==> src/rtl/ipfmt_pkg.sv <==
// ----------------------------------------------------------------------------
// ipfmt_pkg
// shared types, character codes and digit helpers of the ip address formatter
// ----------------------------------------------------------------------------
`default_nettype none

package ipfmt_pkg;

  typedef enum logic [1:0] {
    ST_IDLE = 2'b01,
    ST_RUN  = 2'b10
  } state_t;

  localparam logic [6:0]  CH_COLON    = 7'h3a;
  localparam logic [6:0]  CH_DOT      = 7'h2e;
  localparam logic [6:0]  CH_ZERO     = 7'h30;
  localparam logic [6:0]  CH_ALPHA    = 7'h57;
  localparam logic [15:0] GRP_MAPPED  = 16'hffff;
  localparam logic [2:0]  GRP_LAST    = 3'd7;
  localparam logic [2:0]  GRP_MAP_TAG = 3'd5;
  localparam logic [2:0]  GRP_V4_HI   = 3'd6;

  // one output unit: leading colons, digits in the shifter, optional suffix
  typedef struct packed {
    logic [1:0]  pre_n;
    logic [2:0]  dig_n;
    logic [15:0] work;
    logic        suf;
    logic        suf_dot;
    logic        fin;
  } plan_t;

  typedef struct packed {
    logic pending;
    logic last_one;
    logic fin;
  } emit_sts_t;

  function automatic logic [11:0] bin2bcd(input logic [7:0] b);
    logic [19:0] sr;
    sr = {12'd0, b};
    for (int i = 0; i < 8; i++) begin
      if (sr[11:8] >= 4'd5) sr[11:8] = sr[11:8] + 4'd3;
      if (sr[15:12] >= 4'd5) sr[15:12] = sr[15:12] + 4'd3;
      if (sr[19:16] >= 4'd5) sr[19:16] = sr[19:16] + 4'd3;
      sr = sr << 1;
    end
    return sr[19:8];
  endfunction

  function automatic logic [2:0] hex_digits(input logic [15:0] v);
    logic [2:0] n;
    if (v[15:12] != 4'd0)     n = 3'd4;
    else if (v[11:8] != 4'd0) n = 3'd3;
    else if (v[7:4] != 4'd0)  n = 3'd2;
    else                      n = 3'd1;
    return n;
  endfunction

  function automatic logic [15:0] hex_align(input logic [15:0] v);
    logic [15:0] w;
    case (hex_digits(v))
      3'd4:    w = v;
      3'd3:    w = {v[11:0], 4'h0};
      3'd2:    w = {v[7:0], 8'h00};
      default: w = {v[3:0], 12'h000};
    endcase
    return w;
  endfunction

  function automatic logic [2:0] dec_digits(input logic [7:0] b);
    logic [2:0] n;
    if (b >= 8'd100)     n = 3'd3;
    else if (b >= 8'd10) n = 3'd2;
    else                 n = 3'd1;
    return n;
  endfunction

  function automatic logic [15:0] dec_align(input logic [7:0] b);
    logic [11:0] bcd;
    logic [15:0] w;
    bcd = bin2bcd(b);
    case (dec_digits(b))
      3'd3:    w = {bcd, 4'h0};
      3'd2:    w = {bcd[7:0], 8'h00};
      default: w = {bcd[3:0], 12'h000};
    endcase
    return w;
  endfunction

  function automatic logic [6:0] digit_char(input logic [3:0] d);
    logic [6:0] c;
    if (d < 4'd10) c = CH_ZERO + {3'd0, d};
    else           c = CH_ALPHA + {3'd0, d};
    return c;
  endfunction

endpackage

`default_nettype wire

==> src/rtl/ipfmt_if.sv <==
// ----------------------------------------------------------------------------
// ipfmt_in_if / ipfmt_out_if
// valid/ready channels for address requests and text characters
// ----------------------------------------------------------------------------
`default_nettype none

interface ipfmt_in_if;
  logic        valid;
  logic        ready;
  logic        op;
  logic [63:0] addr_high;
  logic [63:0] addr_low;

  modport source (output valid, output op, output addr_high, output addr_low,
                  input ready);
  modport sink   (input valid, input op, input addr_high, input addr_low,
                  output ready);
endinterface

interface ipfmt_out_if;
  logic       valid;
  logic       ready;
  logic [6:0] text_char;
  logic       last_char;

  modport source (output valid, output text_char, output last_char, input ready);
  modport sink   (input valid, input text_char, input last_char, output ready);
endinterface

`default_nettype wire

==> src/rtl/ipfmt_emit.sv <==
// ----------------------------------------------------------------------------
// ipfmt_emit
// character shifter: colons, digits, suffix of one unit, on step one a cycle
// ----------------------------------------------------------------------------
`default_nettype none

module ipfmt_emit
  import ipfmt_pkg::*;
(
  input  wire logic      clk,
  input  wire logic      rst_n,
  input  wire logic      load,
  input  wire plan_t     plan,
  input  wire logic      step,
  output emit_sts_t      sts,
  output logic [6:0]     char_out
);

  logic [1:0]  pre_r,  pre_nxt;
  logic [2:0]  dig_r,  dig_nxt;
  logic        suf_r,  suf_nxt;
  logic        dot_r,  dot_nxt;
  logic        fin_r,  fin_nxt;
  logic [15:0] work_r, work_nxt;

  always_comb begin
    pre_nxt  = pre_r;
    dig_nxt  = dig_r;
    suf_nxt  = suf_r;
    dot_nxt  = dot_r;
    fin_nxt  = fin_r;
    work_nxt = work_r;
    if (load) begin
      pre_nxt  = plan.pre_n;
      dig_nxt  = plan.dig_n;
      suf_nxt  = plan.suf;
      dot_nxt  = plan.suf_dot;
      fin_nxt  = plan.fin;
      work_nxt = plan.work;
    end else if (step) begin
      if (pre_r != 2'd0) begin
        pre_nxt = pre_r - 2'd1;
      end else if (dig_r != 3'd0) begin
        dig_nxt  = dig_r - 3'd1;
        work_nxt = {work_r[11:0], 4'h0};
      end else begin
        suf_nxt = 1'b0;
      end
    end
  end

  always_ff @(posedge clk) begin
    if (!rst_n) begin
      pre_r <= '0;
      dig_r <= '0;
      suf_r <= 1'b0;
      fin_r <= 1'b0;
    end else begin
      pre_r <= pre_nxt;
      dig_r <= dig_nxt;
      suf_r <= suf_nxt;
      fin_r <= fin_nxt;
    end
  end

  always_ff @(posedge clk) begin
    dot_r  <= dot_nxt;
    work_r <= work_nxt;
  end

  always_comb begin
    if (pre_r != 2'd0)      char_out = CH_COLON;
    else if (dig_r != 3'd0) char_out = digit_char(work_r[15:12]);
    else if (dot_r)         char_out = CH_DOT;
    else                    char_out = CH_COLON;
  end

  assign sts.pending  = (pre_r != 2'd0) || (dig_r != 3'd0) || suf_r;
  assign sts.last_one = ((pre_r == 2'd1) && (dig_r == 3'd0) && !suf_r) ||
                        ((pre_r == 2'd0) && (dig_r == 3'd1) && !suf_r) ||
                        ((pre_r == 2'd0) && (dig_r == 3'd0) && suf_r);
  assign sts.fin      = fin_r;

endmodule

`default_nettype wire

==> src/rtl/ip_address_text_formatter_top.sv <==
// ----------------------------------------------------------------------------
// ip_address_text_formatter_top
// Takes one IPv4 or IPv6 address per request and sends its text form one
// ASCII character per transfer, the final character flagged by last_char.
// IPv6 uses lower-case hex groups, folds the first zero run into '::' and
// writes ::ffff:a.b.c.d for mapped IPv4. A request occupies the block until
// its last character is handed out; the single character shifter gives at most
// one character per cycle, and only when the output register is free, and the
// sequencer visits the groups in turn. A new request is taken as soon as the
// last character sits in the output register.
// ----------------------------------------------------------------------------
`default_nettype none

module ip_address_text_formatter_top
  import ipfmt_pkg::*;
(
  input  wire logic    clk,
  input  wire logic    rst_n,
  ipfmt_in_if.sink     in_req,
  ipfmt_out_if.source  out_res
);

  state_t            state_r, state_nxt;
  logic [0:7][15:0]  grp_r;
  logic [2:0]        g_r, g_nxt;
  logic              half_r, half_nxt;
  logic              tail_r, tail_nxt;
  logic              dotted_r, dotted_nxt;
  logic              elided_r, elided_nxt;
  logic              in_run_r, in_run_nxt;
  logic              start0_r, start0_nxt;

  logic              out_valid_r;
  logic [6:0]        out_char_r;
  logic              out_last_r;

  plan_t             plan;
  emit_sts_t         sts;
  logic [6:0]        emit_char;
  logic [15:0]       grp_v;
  logic [7:0]        grp_b;
  logic              in_fire;
  logic              out_free;
  logic              emit_fire;
  logic              load;
  logic              done;

  assign in_req.ready = (state_r == ST_IDLE);
  assign in_fire      = in_req.valid && in_req.ready;
  assign out_free     = !out_valid_r || out_res.ready;
  assign emit_fire    = (state_r == ST_RUN) && sts.pending && out_free;
  assign done         = emit_fire && sts.last_one && sts.fin;
  assign load         = (state_r == ST_RUN) &&
                        (!sts.pending || (emit_fire && sts.last_one && !sts.fin));

  assign grp_v = grp_r[g_r];
  assign grp_b = half_r ? grp_v[7:0] : grp_v[15:8];

  // unit planner
  always_comb begin
    plan       = '0;
    dotted_nxt = dotted_r;
    elided_nxt = elided_r;
    in_run_nxt = in_run_r;
    start0_nxt = start0_r;
    if (tail_r) begin
      plan.pre_n = 2'd2;
      plan.fin   = 1'b1;
    end else if (dotted_r) begin
      plan.dig_n   = dec_digits(grp_b);
      plan.work    = dec_align(grp_b);
      plan.suf     = !half_r || (g_r == GRP_V4_HI);
      plan.suf_dot = 1'b1;
      plan.fin     = (g_r == GRP_LAST) && half_r;
    end else if (in_run_r && (grp_v != 16'd0)) begin
      plan.pre_n = 2'd2;
      plan.dig_n = hex_digits(grp_v);
      plan.work  = hex_align(grp_v);
      plan.fin   = (g_r == GRP_LAST);
      in_run_nxt = 1'b0;
      if ((g_r == GRP_MAP_TAG) && (grp_v == GRP_MAPPED) && start0_r) begin
        plan.suf   = 1'b1;
        dotted_nxt = 1'b1;
      end
    end else if (in_run_r) begin
      plan = '0;
    end else if (!elided_r && (grp_v == 16'd0)) begin
      elided_nxt = 1'b1;
      in_run_nxt = 1'b1;
      start0_nxt = (g_r == 3'd0);
    end else begin
      plan.pre_n = (g_r != 3'd0) ? 2'd1 : 2'd0;
      plan.dig_n = hex_digits(grp_v);
      plan.work  = hex_align(grp_v);
      plan.fin   = (g_r == GRP_LAST);
    end
  end

  // sequencer
  always_comb begin
    state_nxt = state_r;
    g_nxt     = g_r;
    half_nxt  = half_r;
    tail_nxt  = tail_r;
    unique case (state_r)
      ST_IDLE: begin
        if (in_fire) begin
          state_nxt = ST_RUN;
          g_nxt     = in_req.op ? 3'd0 : GRP_V4_HI;
          half_nxt  = 1'b0;
          tail_nxt  = 1'b0;
        end
      end
      ST_RUN: begin
        if (done) begin
          state_nxt = ST_IDLE;
        end else if (load && !tail_r) begin
          if (dotted_r && !half_r) begin
            half_nxt = 1'b1;
          end else begin
            half_nxt = 1'b0;
            if (g_r == GRP_LAST) tail_nxt = 1'b1;
            else                 g_nxt = g_r + 3'd1;
          end
        end
      end
      default: state_nxt = ST_IDLE;
    endcase
  end

  always_ff @(posedge clk) begin
    if (!rst_n) begin
      state_r  <= ST_IDLE;
      g_r      <= '0;
      half_r   <= 1'b0;
      tail_r   <= 1'b0;
      dotted_r <= 1'b0;
      elided_r <= 1'b0;
      in_run_r <= 1'b0;
      start0_r <= 1'b0;
    end else begin
      state_r <= state_nxt;
      g_r     <= g_nxt;
      half_r  <= half_nxt;
      tail_r  <= tail_nxt;
      if (in_fire) begin
        dotted_r <= !in_req.op;
        elided_r <= 1'b0;
        in_run_r <= 1'b0;
        start0_r <= 1'b0;
      end else if (load) begin
        dotted_r <= dotted_nxt;
        elided_r <= elided_nxt;
        in_run_r <= in_run_nxt;
        start0_r <= start0_nxt;
      end
    end
  end

  always_ff @(posedge clk) begin
    if (in_fire) begin
      grp_r <= {in_req.addr_high, in_req.addr_low};
    end
  end

  ipfmt_emit u_emit (
    .clk      (clk),
    .rst_n    (rst_n),
    .load     (load),
    .plan     (plan),
    .step     (emit_fire),
    .sts      (sts),
    .char_out (emit_char)
  );

  // output register
  always_ff @(posedge clk) begin
    if (!rst_n) begin
      out_valid_r <= 1'b0;
    end else if (emit_fire) begin
      out_valid_r <= 1'b1;
    end else if (out_res.ready) begin
      out_valid_r <= 1'b0;
    end
  end

  always_ff @(posedge clk) begin
    if (emit_fire) begin
      out_char_r <= emit_char;
      out_last_r <= sts.last_one && sts.fin;
    end
  end

  assign out_res.valid     = out_valid_r;
  assign out_res.text_char = out_char_r;
  assign out_res.last_char = out_last_r;

`ifndef NO_ASSERTIONS
  a_idle_empty: assert property (@(posedge clk) disable iff (!rst_n)
    (state_r == ST_IDLE) |-> !sts.pending)
    else $error("characters left over while idle");

  a_start_run: assert property (@(posedge clk) disable iff (!rst_n)
    in_fire |=> (state_r == ST_RUN) && !sts.pending)
    else $error("request did not start a clean run");

  a_last_ends: assert property (@(posedge clk) disable iff (!rst_n)
    done |=> (state_r == ST_IDLE) && out_valid_r && out_last_r)
    else $error("final character did not end the request");

  a_no_emit_idle: assert property (@(posedge clk) disable iff (!rst_n)
    (state_r == ST_IDLE) |-> !load && !emit_fire)
    else $error("shifter active while idle");
`endif

endmodule

`default_nettype wire
==> src/flat_wrapper.sv <==
// flat-port wrapper written by rule: the top's interface ports become plain ports
module ip_address_text_formatter_top_flat import ipfmt_pkg::*;
  (clk, rst_n, in_req_valid, in_req_op, in_req_addr_high, in_req_addr_low, in_req_ready, out_res_valid, out_res_text_char, out_res_last_char, out_res_ready);
  ipfmt_in_if in_req_i ();
  ipfmt_out_if out_res_i ();
  input  wire logic clk;
  input  wire logic rst_n;
  input wire logic [$bits(in_req_i.valid)-1:0] in_req_valid;
  input wire logic [$bits(in_req_i.op)-1:0] in_req_op;
  input wire logic [$bits(in_req_i.addr_high)-1:0] in_req_addr_high;
  input wire logic [$bits(in_req_i.addr_low)-1:0] in_req_addr_low;
  output wire logic [$bits(in_req_i.ready)-1:0] in_req_ready;
  output wire logic [$bits(out_res_i.valid)-1:0] out_res_valid;
  output wire logic [$bits(out_res_i.text_char)-1:0] out_res_text_char;
  output wire logic [$bits(out_res_i.last_char)-1:0] out_res_last_char;
  input wire logic [$bits(out_res_i.ready)-1:0] out_res_ready;
  assign in_req_i.valid = in_req_valid;
  assign in_req_i.op = in_req_op;
  assign in_req_i.addr_high = in_req_addr_high;
  assign in_req_i.addr_low = in_req_addr_low;
  assign in_req_ready = in_req_i.ready;
  assign out_res_valid = out_res_i.valid;
  assign out_res_text_char = out_res_i.text_char;
  assign out_res_last_char = out_res_i.last_char;
  assign out_res_i.ready = out_res_ready;
  ip_address_text_formatter_top u_core (.clk(clk), .rst_n(rst_n), .in_req(in_req_i), .out_res(out_res_i));
endmodule
==> config.mk <==
export PLATFORM = sky130hd
export DESIGN_NAME = ip_address_text_formatter_top_flat
export DESIGN_NICKNAME = d
export VERILOG_FILES = /design/src/rtl/ipfmt_pkg.sv /design/src/rtl/ipfmt_if.sv /design/src/rtl/ipfmt_emit.sv /design/src/rtl/ip_address_text_formatter_top.sv /design/src/flat_wrapper.sv
export SDC_FILE = /design/constraint.sdc
export NUM_CORES = 1
export LEC_CHECK = 0
export BUFFER_PORTS_ARGS = -buffer_cell sky130_fd_sc_hd__buf_2
export CORE_MARGIN = 3
export CORE_UTILIZATION = 44
export CTS_CLUSTER_SIZE = 20
export DETAILED_ROUTE_END_ITERATION = 6
export PLACE_DENSITY = 0.79
export RECOVER_POWER = 50
export SETUP_SLACK_MARGIN = 0.2
export SYNTH_ARGS = -nofsm -noshare
export SYNTH_HDL_FRONTEND = slang
export SYNTH_SLANG_ARGS = --single-unit
export TNS_END_PERCENT = 50
==> constraint.sdc <==
create_clock -name clk -period 7.11 [get_ports clk]
set_input_delay 0.3555 -clock clk [delete_from_list [all_inputs] [get_ports clk]]
set_output_delay 0.3555 -clock clk [all_outputs]
set_load 0.05 [all_outputs]
# Yosys cells after proc, flatten, opt, wreduce, memory -nomap -nowiden
# Index checks and enable logic that the tools add are counted.
word_totals:
  ff_bits: 172
  inputBits: 133
  output_inout_bits: 10
  wordCells: 306
op_classes:
  addsub: 24
  n_lt_le_gt_ge: 23
  eq_ne: 26
  mux: 138
  bitwise_logic: 6
  reduce_logical: 64
ops:
  columns: ["op", "count"]
  rows:
  - ["two-way mux 4 bit", 37]
  - ["two-way mux 3 bit", 39]
  - ["two-way mux 16 bit", 6]
  - ["one-hot mux 16 bit (3 select lines)", 2]
  - [">= comparator 4 x 3 -> 1 bit, second input constant", 18]
  - ["two-way mux 21 bit", 3]
  - ["adder 4 x 2 -> 4 bit, second input constant", 12]
  - ["binary-select mux 16 bit (select 3 bit)", 1]
  - ["two-way mux 22 bit", 2]
  - ["one-hot mux 16 bit (2 select lines)", 1]
  - ["two-way mux 1 bit", 29]
  - ["logical AND 1 bit", 21]
  - ["two-way mux 2 bit", 10]
  - ["adder 3 x 2 -> 3 bit, second input constant", 6]
  - ["equality test 3 x 2 -> 1 bit, second input constant", 6]
  - ["AND reduction 6 bit", 3]
  - ["equality test 16 bit, second input constant", 1]
  - ["logical NOT 16 bit", 1]
  - ["nonzero test 16 bit", 1]
  - ["equality test 3 bit, second input constant", 5]
  - ["two-way mux 7 bit", 2]
  - ["inequality test 2 bit, second input constant", 7]
  - ["nonzero test 2 bit", 7]
  - ["nonzero test 4 bit", 3]
  - ["other kinds (31)", 58]

# Longest topological paths before layout
# Gate-level depths: netlist of the first run.
depth:
  ltp_word: 35
  depth_mapped: 42
  ltp_nobuf: 34

# By module
# A second synthesis of the first run with hierarchy kept.
unflattened:
  cells_unflattened: 654
  hier_area_um2: 8688.3
by_module_without_submodules:
  columns: ["mod", "n_inst", "cells_each", "area_per_inst_um2", "seq_area_each_um2"]
  rows:
  - ["ip_address_text_formatter_top", 1, 537, 7362.1, 4324.1]
  - ["ipfmt_emit", 1, 117, 1326.3, 650.6]

# Least setup slack after synthesis of the first run
# No wires, ideal clock.
synth_timing:
  kind: "reg2reg"
  from: "register u_core.g_r[0]"
  to: "register u_core.u_emit.work_r[14], data pin"
  setup_ns: 0.273
  t_arrival_ns: 7.361
  slack_ns: -0.524
  path_stages_with_launch: 38
  path_buffers: 4
  cell_sequence: "dfxtp_1 > buf_6 > mux4_2 > mux4_2 > clkinv_2 > ha_1 > inv_1 > ha_1 > inv_1 > o221a_2 > xnor2_1 > ha_1 > nor2b_1 > clkdlybuf4s50_2 > o21ai_2 > o221ai_4 > o311a_2 > or3_1 > (+2 left out) > clkbuf_4 > inv_1 > nor2_1 > nor3_1 > nand2_1 > nand2_1 > inv_1 > ha_1 > inv_1 > ha_1 > a21oi_1 > or4_1 > o2111ai_1 > inv_1 > ha_1 > mux2_2 > a21oi_1 > o41ai_2"
synth_between:
  elab_chain_len: 35
synth_lines:
  columns: ["element", "line_no", "text"]
  rows:
  - ["start: declaration", "ip_address_text_formatter_top.sv:25", "logic [2:0] g_r, g_nxt;"]
  - ["start signal: assignment", "ip_address_text_formatter_top.sv:143", "g_r <= g_nxt;"]
  - ["NOT 3 -> 4 bit (not written as such) *", "ip_address_text_formatter_top.sv:56", "assign grp_v = grp_r[g_r];"]
  - ["binary-select mux 16 bit (select 3 bit) *", "ip_address_text_formatter_top.sv:56", null]
  - ["two-way mux 16 bit (not written as such) * (2 in series)", "ip_address_text_formatter_top.sv:56", null]
  - ["two-way mux 8 bit", "ip_address_text_formatter_top.sv:57", "assign grp_b = half_r ? grp_v[7:0] : grp_v[15:8];"]
  - [">= comparator 1 x 3 -> 1 bit or adder 1 x 2 -> 3 bit (tied branches)", "ipfmt_pkg.sv:43", "if (sr[11:8] >= 4'd5) sr[11:8] = sr[11:8] + 4'd3;"]
  - ["two-way mux 4 bit", "ipfmt_pkg.sv:43", null]
  - ["two-way mux 4 bit", "ip_address_text_formatter_top.sv:69", "end else if (dotted_r) begin"]
  - ["two-way mux 4 bit", "ip_address_text_formatter_top.sv:66", "if (tail_r) begin"]
  - ["(+19 left out)", null, null]
  - ["two-way mux 4 bit or two-way mux 3 bit (tied branches)", "ip_address_text_formatter_top.sv:66", null]
  - ["adder 4 x 2 -> 4 bit (tied with other cells)", "ipfmt_pkg.sv:44", "if (sr[15:12] >= 4'd5) sr[15:12] = sr[15:12] + 4'd3;"]
  - ["two-way mux 4 bit (tied with other cells)", "ipfmt_pkg.sv:44", null]
  - ["one-hot mux 16 bit (2 select lines)", "ipfmt_pkg.sv:83", "case (dec_digits(b))"]
  - ["two-way mux 22 bit *", "ip_address_text_formatter_top.sv:69", null]
  - ["two-way mux 21 bit *", "ip_address_text_formatter_top.sv:66", null]
  - ["two-way mux 16 bit *", "ipfmt_emit.sv:33", "if (load) begin"]
  - ["net u_core.u_emit.work_nxt[14]", "ipfmt_emit.sv:24", "logic [15:0] work_r, work_nxt;"]
  - ["end signal: assignment", "ipfmt_emit.sv:68", "work_r <= work_nxt;"]
  - ["end: declaration", "ipfmt_emit.sv:24", null]
# Mark *: on every way through the listed nets, which the timed path passes. The rest lies on a longest branch. The select of a mux whose other input is x is not followed.
# A chain may end at the register's enable or synchronous reset.

# Worst setup path in the final report of the first run
# Ends and elaborated chain as after synthesis.

==> results.json, run 1 <==
{
  "period_share": 0.939,
  "critPathSlowestCell": "or4_4",
  "dp.cells": 1146,
  "fin_hold_ws_ps": 88.0,
  "synth_seq_cells": 172,
  "antenna_left": 0,
  "clock_latency_ps": 440,
  "synth_edf_count": 153,
  "peakVddDrop_uv": 220,
  "drv_cap": 1,
  "yosys_warnings": 0,
  "critPathBufInv": 10,
  "cts_tree": "done",
  "cts_buffers": 17,
  "ys.flop_type": "edfxtp_1",
  "ys_top_cells_by_count": "edfxtp_1, nand2_1, nor2_1",
  "path_delay_family": "simple AND/OR/NAND/NOR gates",
  "yosysTopAreaCellShare": 0.492,
  "fin_nets": 1074,
  "p_leak_nw": 4.08,
  "worstReg2RegStart": "u_core.g_r[0]",
  "drt-initial-drc-count": 656,
  "setup_viol_count_final": 0,
  "timing_worst_setup_path_type": "reg -> reg",
  "dp_hpwl_mm": 16.4,
  "fmax_mhz": 150,
  "wire_per_inst_microns": 19.3,
  "portBuffers": 142,
  "rsz0062_at_grt": "false",
  "critPathArrivalTime_ps": 6840,
  "hold_class": "in -> reg",
  "clkTransAtPathRegs_ps": 70,
  "synthCells": 744,
  "num_antenna_cells": 0,
  "antenna_found_initial": 0,
  "worstHoldStart": "in_req_addr_high[12]",
  "status": "complete, but fails checks",
  "p_per_area_nw_per_um2": 314,
  "worstSetupStartpointType": "flop",
  "die_x_microns": 152,
  "worst_slew_pin_slew_ps": 2790,
  "first_pass_iters": 5,
  "place.gp.congestion": 0.934,
  "die_area_sq_um": 23000,
  "vias": 7104,
  "die_h_microns": 152,
  "grt_pass1_wl_mm": 35.4,
  "fin_cells": 1201,
  "root_buffer": "clkbuf_16",
  "crit_path_end_kind": "flop",
  "synth_nets": 900,
  "fillers": 1678,
  "drc": 0,
  "first_global_vias": 6684,
  "drv_slew": 70,
  "cts_htree_levels": 4,
  "grt_max_degree": 70,
  "worstPathMaxFanout": 7,
  "fp.coreArea_sq_um": 20600,
  "synth_area_sq_um": 9350,
  "r2r_end": "u_core.u_emit.work_r[14]",
  "start_util": 0.455,
  "period_minus_slack_ps": 6680,
  "violations": "max-capacitance violations, max-slew violations",
  "cp_data_required_time_ps": 7270,
  "yosysTopAreaCell": "edfxtp_1",
  "grt_util_all_layers": 0.201,
  "ys_async_sr_fraction": 0,
  "grt_overflow": 0,
  "finalClockSkew_ps": 14.3,
  "yosysUniqueCellTypes": 99,
  "clk_path_buf_depth": 2,
  "hold_depth": 1,
  "num_rows": 52,
  "drive_gt1_frac": 0.316,
  "timing_hold_violations_final": 0,
  "routed_wl_mm": 23.2,
  "cts.sinks": 172,
  "vias_per_cell": 5.92,
  "relSlewSlack": -0.872,
  "boundaryPins": 143,
  "avgSynthCellArea_sq_um": 12.6,
  "yosysMostFrequentCell": "edfxtp_1",
  "slowest_delay_ps": 590,
  "yosysSeqAreaShare": 0.532,
  "synthToLayoutAreaGrowth_pct": 20.2,
  "synthTopCellsByArea": "edfxtp_1, mux4_2, dfxtp_1",
  "holdPathEnd": "u_core.grp_r[76]",
  "rrSetupSlack_ps": 430,
  "reg2regPathDepth": 34,
  "power_w": 0.00353
}
## placed cells by master, fill, tap and decap left out, types with 6 or more instances in the layout
master / instances
o21ai_0: 36
nand2_1: 62
ha_1: 16
nand2b_1: 9
nor4_1: 7
a31oi_1: 11
a21oi_1: 35
dfxtp_1: 17
nor2_1: 62
inv_1: 29
o221ai_1: 9
o211ai_1: 6
nor2b_1: 6
nand4_1: 6
mux2_2: 8
o22ai_1: 10
nand3_1: 17
buf_4: 42
clkbuf_1: 24
nor3_1: 12
mux2i_1: 15
buf_2: 118
edfxtp_1: 153
mux4_1: 11
or3_1: 8
o21a_1: 6
clkbuf_16: 17
mux4_2: 23
## cell type report
type / count / area (sq um) / share of cell area
sequential: 172 / 4980 / 0.444
multi-input combinational: 503 / 4140 / 0.369
timing repair buffer: 187 / 1050 / 0.0932
clock buffer: 17 / 425 / 0.0379
tap: 270 / 338 / 0.0301
clock inverter: 15 / 151 / 0.0135
inverter: 37 / 148 / 0.0131
## through the flow
stage	area, sq um	setup slack (ps)	TNS (ps)	utilization
5_1_grt	11200	188	0	0.546
3_3_place_gp	10400	-35.5	-35.5	0.504
4_1_cts	11000	201	0	0.535
2_1_floorplan	9400	225	0	-
3_5_place_dp	10400	-309	-1250	0.504
6_report	11200	434	0	0.546
## routing by layer
| layer | GRT usage | wire, microns |
|---|---|---|
| met1 | 0.262 | 9350 |
| met2 | 0.330 | 11300 |
| met3 | 0.0407 | 1730 |
| met4 | 0.0813 | 828 |
| met5 | 0 | 0 |
## state kept, by name, summed over array words and instances (netlist names)
register                  count
u_core.out_res.valid          1
u_core.out_res.last_char      1
u_core.u_emit.dig_r           3
u_core.u_emit.fin_r           1
u_core.u_emit.work_r         16
u_core.tail_r                 1
u_core.start0_r               1
u_core.g_r                    3
u_core.half_r                 1
u_core.u_emit.suf_r           1
u_core.grp_r                128
u_core.elided_r               1
u_core.in_run_r               1
u_core.out_res.text_char      7
u_core.u_emit.dot_r           1
u_core.u_emit.pre_r           2
u_core.state_r                2
u_core.dotted_r               1
## worst max path at each step
stage	from	endpoint	slack (ps)	cells after the start
floorplan	u_core.g_r[0]	u_core.u_emit.work_r[14]	230	37
global placement	u_core.g_r[0]	u_core.u_emit.work_r[14]	-40	33
detailed placement	u_core.g_r[0]	u_core.u_emit.work_r[14]	-310	33
CTS	u_core.g_r[0]	u_core.u_emit.work_r[14]	200	33
global route	u_core.g_r[0]	u_core.u_emit.work_r[14]	190	34
finish	u_core.g_r[0]	u_core.u_emit.work_r[14]	430	34
## report_power, final
| group | switching [W] | internal [W] | leakage, nW |
|---|---|---|---|
| combinational | 0.000840 | 0.000592 | 2.21 |
| sequential | 0.0000260 | 0.00117 | 1.60 |
| clock | 0.000433 | 0.000465 | 0.275 |
## logic make-up (layout without fill, tap and decap cells)
logic type,Yosys count,count (layout),synth area share
XOR/XNOR,6,6,0.00562
buffers and inverters,69,256,0.0432
AO/OA/AOI/OAI,187,187,0.149
AND/OR/NAND/NOR,222,222,0.114
multiplexers,64,64,0.124
adder cells (fa/ha/maj),23,23,0.0308
other,1,1,0.000401
flip-flops,172,172,0.532
## what timing repair did
action / in CTS / in global routing
endpoints found under the setup margin: 7 / 7
gates cloned: 0 / 0
resized for setup: 5 / 25
setup buffers: 5 / 18
pin swaps: 0 / 4
hold buffers: 0 / 0
Note: power is estimated with default switching activity, not from simulation.
==> run 2: changes to the inputs <==
ABC_AREA = 1   (was unset)
GPL_TIMING_DRIVEN = 0   (was unset)
==> run 2 against run 1 <==
Compared with the run above:
- the run still ends with max-capacitance violations, max-slew violations left
- area after synthesis is 5.5% lower
- hold slack better by 3.4 ps
- via count barely moved
- critical path depth grew 11
- total power down 0.83%
- utilization fell by 1.1 points
- clock skew up 4.0 ps
- sequential share of layout area grew 3.1 points
- sequential power barely moved
- critical endpoint is now u_core.u_emit.work_r[10]
- largest power group unchanged
- highest routed layer unchanged
==> results.json, run 2 <==
{
  "status": "complete, but fails checks",
  "violations": "max-capacitance violations, max-slew violations",
  "pwr-share-clk": 0.263,
  "cts.sinks": 172,
  "grt_util_all_layers": 0.192,
  "hold_depth": 1,
  "period_minus_slack_ps": 6180,
  "yosysTopAreaCellShare": 0.520,
  "vias_per_cell": 5.20,
  "synthToLayoutAreaGrowth_pct": 18.6,
  "clk_path_buf_depth": 2,
  "synth_seq_cells": 172,
  "fmax_mhz": 162,
  "die_h_microns": 148,
  "holdBufCountCts": 0,
  "grt_pass1_wl_mm": 33.1,
  "mostFrequentLayoutCells": "nand2_1, edfxtp_1, buf_2",
  "reg2regPathDepth": 45,
  "fin_nets": 1244,
  "critPathArrivalTime_ps": 6370,
  "portBuffers": 142,
  "timing_hold_violations_final": 0,
  "die_x_microns": 148,
  "start_util": 0.451,
  "fin_hold_ws_ps": 91.5,
  "cts_htree_levels": 4,
  "yosysTopAreaCell": "edfxtp_1",
  "mostFrequentLayoutCell": "nand2_1",
  "path_delay_family": "simple AND/OR/NAND/NOR gates",
  "yosysSeqAreaShare": 0.563,
  "worstSetupStartpointType": "flop",
  "p_comb_frac": 0.397,
  "worstPathMaxFanout": 8,
  "synth_edf_count": 153,
  "drt-initial-drc-count": 645,
  "routed_wl_mm": 20.8,
  "drive_gt1_frac": 0.213,
  "num_antenna_cells": 0,
  "ys.flop_type": "edfxtp_1",
  "met1_usage": 0.266,
  "yosysMostFrequentCell": "nand2_1",
  "synth_nets": 1080,
  "met3_usage": 0.0362,
  "fillers": 1714,
  "clkTransAtPathRegs_ps": 70,
  "period_share": 0.870,
  "grt_max_degree": 40,
  "yosysUniqueCellTypes": 49,
  "post-cts-setup-buffers": 0,
  "largest_reg_flops": 128,
  "cp_common_cell": "inv_1",
  "avgSynthCellArea_sq_um": 9.55,
  "antenna_found_initial": 0,
  "setup_viol_count_final": 0,
  "drv_slew": 59,
  "root_buffer": "clkbuf_16",
  "path_depth": 45,
  "p_seq_frac": 0.340,
  "critPathSlowestCell": "dfxtp_1",
  "wire_per_inst_microns": 15.2,
  "antenna_left": 0,
  "slowest_delay_ps": 550,
  "critPathBufInv": 12,
  "grtUsageMet2": 0.309,
  "drv_cap": 2,
  "cts.repair.resized": 0,
  "worst_slew_pin_slew_ps": 2040,
  "seq_area_sq_um": 4970,
  "timing_worst_setup_path_type": "reg -> reg",
  "synth_area_sq_um": 8830,
  "first_pass_iters": 5,
  "p_int_w": 0.00213,
  "boundaryPins": 143,
  "ys_async_sr_fraction": 0,
  "place.gp.congestion": 0.886,
  "finalClockSkew_ps": 18.3,
  "p_sw_w": 0.00137,
  "top_usage_layer": "met2",
  "finalSetupTns_ps": 0,
  "ys_top_cells_by_count": "nand2_1, edfxtp_1, inv_1, nor2_1, nand3_1",
  "multiInputGateArea_sq_um": 3180,
  "yosys_warnings": 0,
  "synthTopCellsByArea": "edfxtp_1, nand2_1, inv_1",
  "die_area_sq_um": 21800,
  "p_leak_nw": 4.42,
  "switching_share": 0.392,
  "hold_class": "in -> reg",
  "regMostFlops": "u_core.grp_r",
  "crit_path_end_kind": "flop",
  "synthCells": 924,
  "vias": 7102,
  "cp_data_required_time_ps": 7300,
  "fp.coreArea_sq_um": 19600,
  "peakVddDrop_uv": 272,
  "num_rows": 51,
  "first_global_vias": 6624,
  "drc": 0,
  "rsz0062_at_grt": "false",
  "grt_overflow": 0,
  "clock_latency_ps": 440,
  "cts_tree": "done",
  "p_per_area_nw_per_um2": 334,
  "dp_hpwl_mm": 15.6,
  "relSlewSlack": -0.364,
  "cts_buffers": 17
}
run 2: power by group through the flow:
| stage | logic [W] | registers, W | clock network (W) |
|---|---|---|---|
| after CTS | 0.00138 | 0.00119 | 0.000935 |
| after detailed placement | 0.00137 | 0.00121 | 0 |
| after floorplan | 0.00109 | 0.00121 | 0 |
| final | 0.00139 | 0.00119 | 0.000921 |
| after global placement | 0.00133 | 0.00122 | 0 |
| after global routing | 0.00159 | 0.00119 | 0.000981 |
run 2: layout make-up:
| class | instances | share of cell area |
|---|---|---|
| plain buffers | 29 | 0.0204 |
| clock buffers | 17 | 0.0406 |
| clock inverters | 15 | 0.0149 |
| inverters | 122 | 0.0437 |
| multi-input cells | 601 | 0.304 |
| flip-flops and latches | 172 | 0.475 |
| well taps | 265 | 0.0317 |
| repair buffers | 145 | 0.0699 |
run 2: kinds of logic (layout without fill, tap and decap cells):
kind of cell    count (synthesis)  after routing  share of synthesized area
other cells                     1              1                   0.000425
simple gates                  400            400                      0.205
xor+xnor                        2              2                    0.00198
buf+inv                       151            328                     0.0761
flops                         172            172                      0.563
mux                             1              1                    0.00255
fa+ha+maj                      23             23                     0.0326
compound gates                174            174                      0.118
run 2: worst paths after layout:
check	from	end	slack, ps
max	u_core.g_r[1]	u_core.u_emit.work_r[10]	930
min	in_req_addr_high[35]	u_core.grp_r[99]	90
min reg2reg	u_core.u_emit.dig_r[1]	u_core.u_emit.dig_r[1]	470
max reg2reg	u_core.g_r[1]	u_core.u_emit.work_r[10]	930
run 2: per-layer routing:
layer,share of wire,vias to the layer above,routed length (microns)
met5,0,-,0
met4,0.019,0,400
met3,0.064,28,1330
met2,0.48,265,9900
met1,0.44,3298,9160
li1,-,3511,-
run 2: metrics by stage:
step | setup slack [ps] | utilization | power (W) | instance area (sq um) | cells
floorplan | 1930 | - | 0.00230 | 8830 | 924
global placement | 764 | 0.504 | 0.00255 | 9870 | 1331
detailed placement | 1060 | 0.507 | 0.00258 | 9940 | 1334
CTS | 1030 | 0.537 | 0.00350 | 10500 | 1366
global route | 401 | 0.535 | 0.00376 | 10500 | 1366
finish | 928 | 0.535 | 0.00350 | 10500 | 1366
